`src/rtl/core/c3r_pkg.sv`:
```
// ----------------------------------------------------------------------------
// c3r_pkg
// Shared widths, reset values, register codes and stage types.
// ----------------------------------------------------------------------------
package c3r_pkg;

  localparam int PIX_W      = 8;
  localparam int ROW_W      = 12;
  localparam int COL_W      = 10;
  localparam int WIDTH_W    = 11;
  localparam int HEIGHT_W   = 13;
  localparam int KERNEL_W   = 24;
  localparam int CFG_IDX_W  = 3;
  localparam int CFG_DATA_W = 24;

  localparam int DEF_MAX_WIDTH = 1024;
  localparam int DEF_COEF_BITS = 8;
  localparam int HEIGHT_MAX    = 4096;
  localparam int MIN_DIM       = 3;

  localparam logic [WIDTH_W-1:0]  RST_IMAGE_WIDTH   = 11'd1024;
  localparam logic [HEIGHT_W-1:0] RST_IMAGE_HEIGHT  = 13'd1024;
  localparam logic [KERNEL_W-1:0] RST_KERNEL_TOP    = 24'hFFFFFF;
  localparam logic [KERNEL_W-1:0] RST_KERNEL_MIDDLE = 24'hFF08FF;
  localparam logic [KERNEL_W-1:0] RST_KERNEL_BOTTOM = 24'hFFFFFF;

  typedef enum logic [CFG_IDX_W-1:0] {
    REG_IMAGE_WIDTH   = 3'd0,
    REG_IMAGE_HEIGHT  = 3'd1,
    REG_KERNEL_TOP    = 3'd2,
    REG_KERNEL_MIDDLE = 3'd3,
    REG_KERNEL_BOTTOM = 3'd4
  } cfg_reg_t;

  // per-item tags carried alongside the datapath
  typedef struct packed {
    logic             cv;
    logic             calc;
    logic [ROW_W-1:0] row;
    logic [COL_W-1:0] col;
    logic             last;
  } c3r_meta_t;

endpackage

```
`src/rtl/core/c3r_cell.sv`:
```
// ----------------------------------------------------------------------------
// c3r_cell
// One window tap: holds a pixel, passes it on, registers pixel x coefficient.
// ----------------------------------------------------------------------------
module c3r_cell #(
  parameter int COEF_BITS = c3r_pkg::DEF_COEF_BITS
) (
  input  logic                                      clk,
  input  logic                                      en,
  input  logic [c3r_pkg::PIX_W-1:0]                 pix_in,
  input  logic signed [COEF_BITS-1:0]               coef,
  output logic [c3r_pkg::PIX_W-1:0]                 pix_out,
  output logic signed [COEF_BITS+c3r_pkg::PIX_W-1:0] prod
);
  import c3r_pkg::*;

  localparam int PW = COEF_BITS + PIX_W;

  logic [PIX_W-1:0]  pix_r;
  logic signed [PW-1:0] prod_r;
  logic signed [PW:0]   prod_full;

  assign prod_full = coef * $signed({1'b0, pix_in});

  always_ff @(posedge clk) begin
    if (en) begin
      pix_r  <= pix_in;
      prod_r <= $signed(prod_full[PW-1:0]);
    end
  end

  assign pix_out = pix_r;
  assign prod    = prod_r;

endmodule

```
`config.mk`:
```
export PLATFORM = sky130hd
export DESIGN_NAME = c3r_cell
export DESIGN_NICKNAME = d
export VERILOG_FILES = /design/src/rtl/core/c3r_pkg.sv /design/src/rtl/core/c3r_cell.sv
export SDC_FILE = /design/constraint.sdc
export NUM_CORES = 1
export LEC_CHECK = 0
export ABC_AREA = 1
export BUFFER_PORTS_ARGS = -buffer_cell sky130_fd_sc_hd__buf_4
export CORE_ASPECT_RATIO = 0.9
export CORE_UTILIZATION = 34
export DETAILED_ROUTE_END_ITERATION = 16
export GPL_TIMING_DRIVEN = 0
export PLACE_DENSITY = 0.6
export SYNTH_ARGS = -nofsm -noshare
export SYNTH_HDL_FRONTEND = slang
export SYNTH_SLANG_ARGS = --single-unit
```
`constraint.sdc`:
```
create_clock -name clk -period 3.97 [get_ports clk]
set_clock_uncertainty 0.2 [all_clocks]
set_input_delay 0.1985 -clock clk [delete_from_list [all_inputs] [get_ports clk]]
set_output_delay 0.1985 -clock clk [all_outputs]
set_load 0.05 [all_outputs]
```
==> qor.yml <==
worst_setup_path:
  cp-end-kind: "register"
  cp.required_ps: 3810
  start_kind: "input pin"
  path_class: "input pin to register"
  path_max_fanout: 8
  timing.critical_path.mode_cell: "fa_1"
  cpPeakStageDelay_ps: 540
  arrival_ps: 3680
  cp_cell_sequence: "buf_4, clkbuf_8, or2_2, fa_2, fa_1, inv_1, fa_1, inv_1, fa_1, inv_2, ha_4, nand2_4, nor2_4, nand3_2, nand2_2, nand2_1, nand3_1, nand2_1"
  cpLargestDelayFamily: "adder cells"
  critPathBufInv: 5
  crit_cells: 18
  crit_slowest_cell: "fa_1"
  crit_start: "pix_in[0]"
pwr:
  p_sw_mw: 1.03
  fin_total_pwr_mw: 2.03
  p_int_mw: 1.01
  power_density_nw_per_um2: 541
  vdd_drop_max_mv: 0.226
  power_frac_seq_pct: 20.2
  leakage_nw: 2.19
  combPwrFrac_pct: 72.1
  power.share.clock_pct: 7.7
  swShare_pct: 50.4
timing:
  relSlewSlack_pct: 74.5
  timing.hold.ws_ps: 142
  min_period_over_period_pct: 96.6
  slew_viol_final: 0
  setup_viol: 0
  max_freq_ghz: 0.261
  finalHoldViolCount: 0
  min_period_ps: 3840
  worst_slew_pin_slew_ps: 383
logic_synthesis:
  synth-seq-cells: 24
  netlist_area_sq_um: 3150
  yosysUniqueCellTypes: 18
  synth_top_area_share_pct: 23.5
  yosysWarnings: 0
  synth_common_cells: "inv_1 (115), nand2_1 (107), ha_1 (40)"
  syn_inst: 392
  syn_area_per_cell_sq_um: 8.03
  synth_enable_flop_cells: 24
  yosysTopAreaCell: "fa_1"
  seq_area_frac_synth_pct: 22.9
  synth_most_common_cell: "inv_1"
  syn-num-nets: 487
  ys_async_sr_fraction_pct: 0
  synth_area_leaders: "fa_1 (24%), edfxtp_1 (23%), ha_1 (16%)"
  ys.flop_type: "edfxtp_1"
clocking:
  cts_max_level: 1
  root_buffer: "clkbuf_8"
  cts_tree: "done"
  cts_buffers: 3
  cts.sinks: 24
  clkTransAtPathRegs_ps: 90
  clk_path_buf_depth: 2
min_path:
  hold_depth: 4
  hp-start: "pix_in[0]"
  hold_path_class: "input pin to register"
floorplanning:
  dieHeight_um: 93.3
  die_x_um: 103
  io_pins: 42
  rows: 32
  core-area_sq_um: 8770
  start_util_pct: 35.9
  dieArea_sq_um: 9640
detailed_routing:
  vias: 2454
  vias_per_cell: 4.45
  drtIter0Drc: 87
  ant_nets: 0
  drc: 0
  drtPass1Iterations: 4
  wl_per_cell_um: 11.4
  wl_um: 6280
global_route:
  grt_max_degree: 25
  grt_use_met1_pct: 19.9
  grt_use_total_pct: 14.5
  met2_usage_pct: 24.1
  grt_pass1_wl_um: 11000
  grt_pass1_vias: 2477
  grt-busiest-layer: "met2"
  overflow: 0
  antenna_found_initial: 0
  gr-usage-met3_pct: 2.69
cells_and_area:
  synthToLayoutAreaGrowth_pct: 19.4
  drive_gt1_share_pct: 15.3
  fillers: 909
  nets: 528
  diodes: 0
placed_design:
  hpwl_um: 5200
  finalWeightedCongestion: 0.824
  port_buffers: 34
run_status:
  status: "completed"
flow_run:
  cap_violations: 0
-- layer usage --
layer / routed length, um / part of all wire (%)
met2: 3050 / 49
met3: 270 / 4.3
met1: 2920 / 46
met5: 0 / 0
met4: 43 / 0.69
-- through the flow --
step,std cells,cell area [sq um],TNS (ps),util (%),setup WS (ps)
5_1_grt,551,3760,-12.0,42.9,-12.0
2_1_floorplan,392,3170,0,-,5.18
3_3_place_gp,545,3580,-2790,40.8,-466
4_1_cts,550,3690,-1.55,42.1,-1.55
6_report,551,3760,0,42.9,133
3_5_place_dp,545,3580,-3150,40.8,-492
-- area by class of cell --
| class | count | area (sq um) | area share [%] |
|---|---|---|---|
| clock buffer | 3 | 41.3 | 1.10 |
| buffer | 9 | 57.6 | 1.53 |
| clock inverter | 1 | 3.75 | 0.0999 |
| multi-input combinational | 236 | 2000 | 53.3 |
| inverter | 116 | 440 | 11.7 |
| timing repair buffer | 43 | 343 | 9.12 |
| tap | 119 | 149 | 3.96 |
| sequential | 24 | 721 | 19.2 |
-- cell usage in the layout, fill, tap and decap left out --
cell type / Yosys / final
inv_1: 115 / 114
nand2_1: 107 / 102
ha_1: 40 / 37
fa_1: 37 / 36
buf_4: 0 / 35
edfxtp_1: 24 / 24
nor2_1: 17 / 15
nand3_1: 13 / 11
dlygate4sd3_1: 0 / 8
clkbuf_2: 0 / 5
xor2_1: 5 / 5
clkbuf_8: 0 / 4
a21oi_1: 6 / 4
or2_2: 3 / 3
xnor2_1: 3 / 3
nand2_2: 0 / 3
clkbuf_1: 15 / 2
nor2_2: 1 / 2
a21oi_2: 0 / 2
nand4_1: 2 / 2
nand2_4: 0 / 2
nand3_2: 0 / 2
ha_4: 0 / 2
clkinv_4: 0 / 1
inv_2: 0 / 1
buf_6: 1 / 1
a21o_1: 1 / 1
nor2_4: 0 / 1
or2_0: 1 / 1
fa_2: 0 / 1
ha_2: 0 / 1
clkinv_1: 1 / 1
-- tightest hold or removal path, stage by stage --
cell      delay (ps)
buf_4             80
clkbuf_8         140
nand2_1           50
inv_1             40
-- worst paths after layout --
check	to	slack (ps)
min	prod[0]	140
max	prod[15]	130
-- kinds of logic after synthesis --
family                     synth area share, %
AOI/OAI and AO/OA                         1.19
xor gates and xnor gates                  2.23
adders and majority gates                 39.4
buffers and inverters                     16.0
DFF                                       22.9
and+or+nand+nor                           18.3
-- what timing repair did --
| action | CTS | global route |
|---|---|---|
| gates cloned | 0 | 0 |
| pin swaps | 0 | 5 |
| setup endpoints to repair | 6 | 7 |
| hold endpoints to repair | 8 | 0 |
| setup buffers | 0 | 1 |
| gates resized for setup | 4 | 21 |
| hold buffers | 8 | 0 |
-- sequential cells by signal, summed over array words and instances, names as in the netlist --
register,cells
pix_out,8
prod,16
-- power groups by stage --
stage          Sequential, mW  Clock, mW  Combinational [mW]
2_1_floorplan           0.661          0               0.789
3_3_place_gp            0.417          0                1.32
3_5_place_dp            0.419          0                1.34
4_1_cts                 0.413      0.165                1.37
5_1_grt                 0.420      0.171                1.65
6_report                0.412      0.156                1.47
Note: power is estimated with default switching activity, not from simulation.
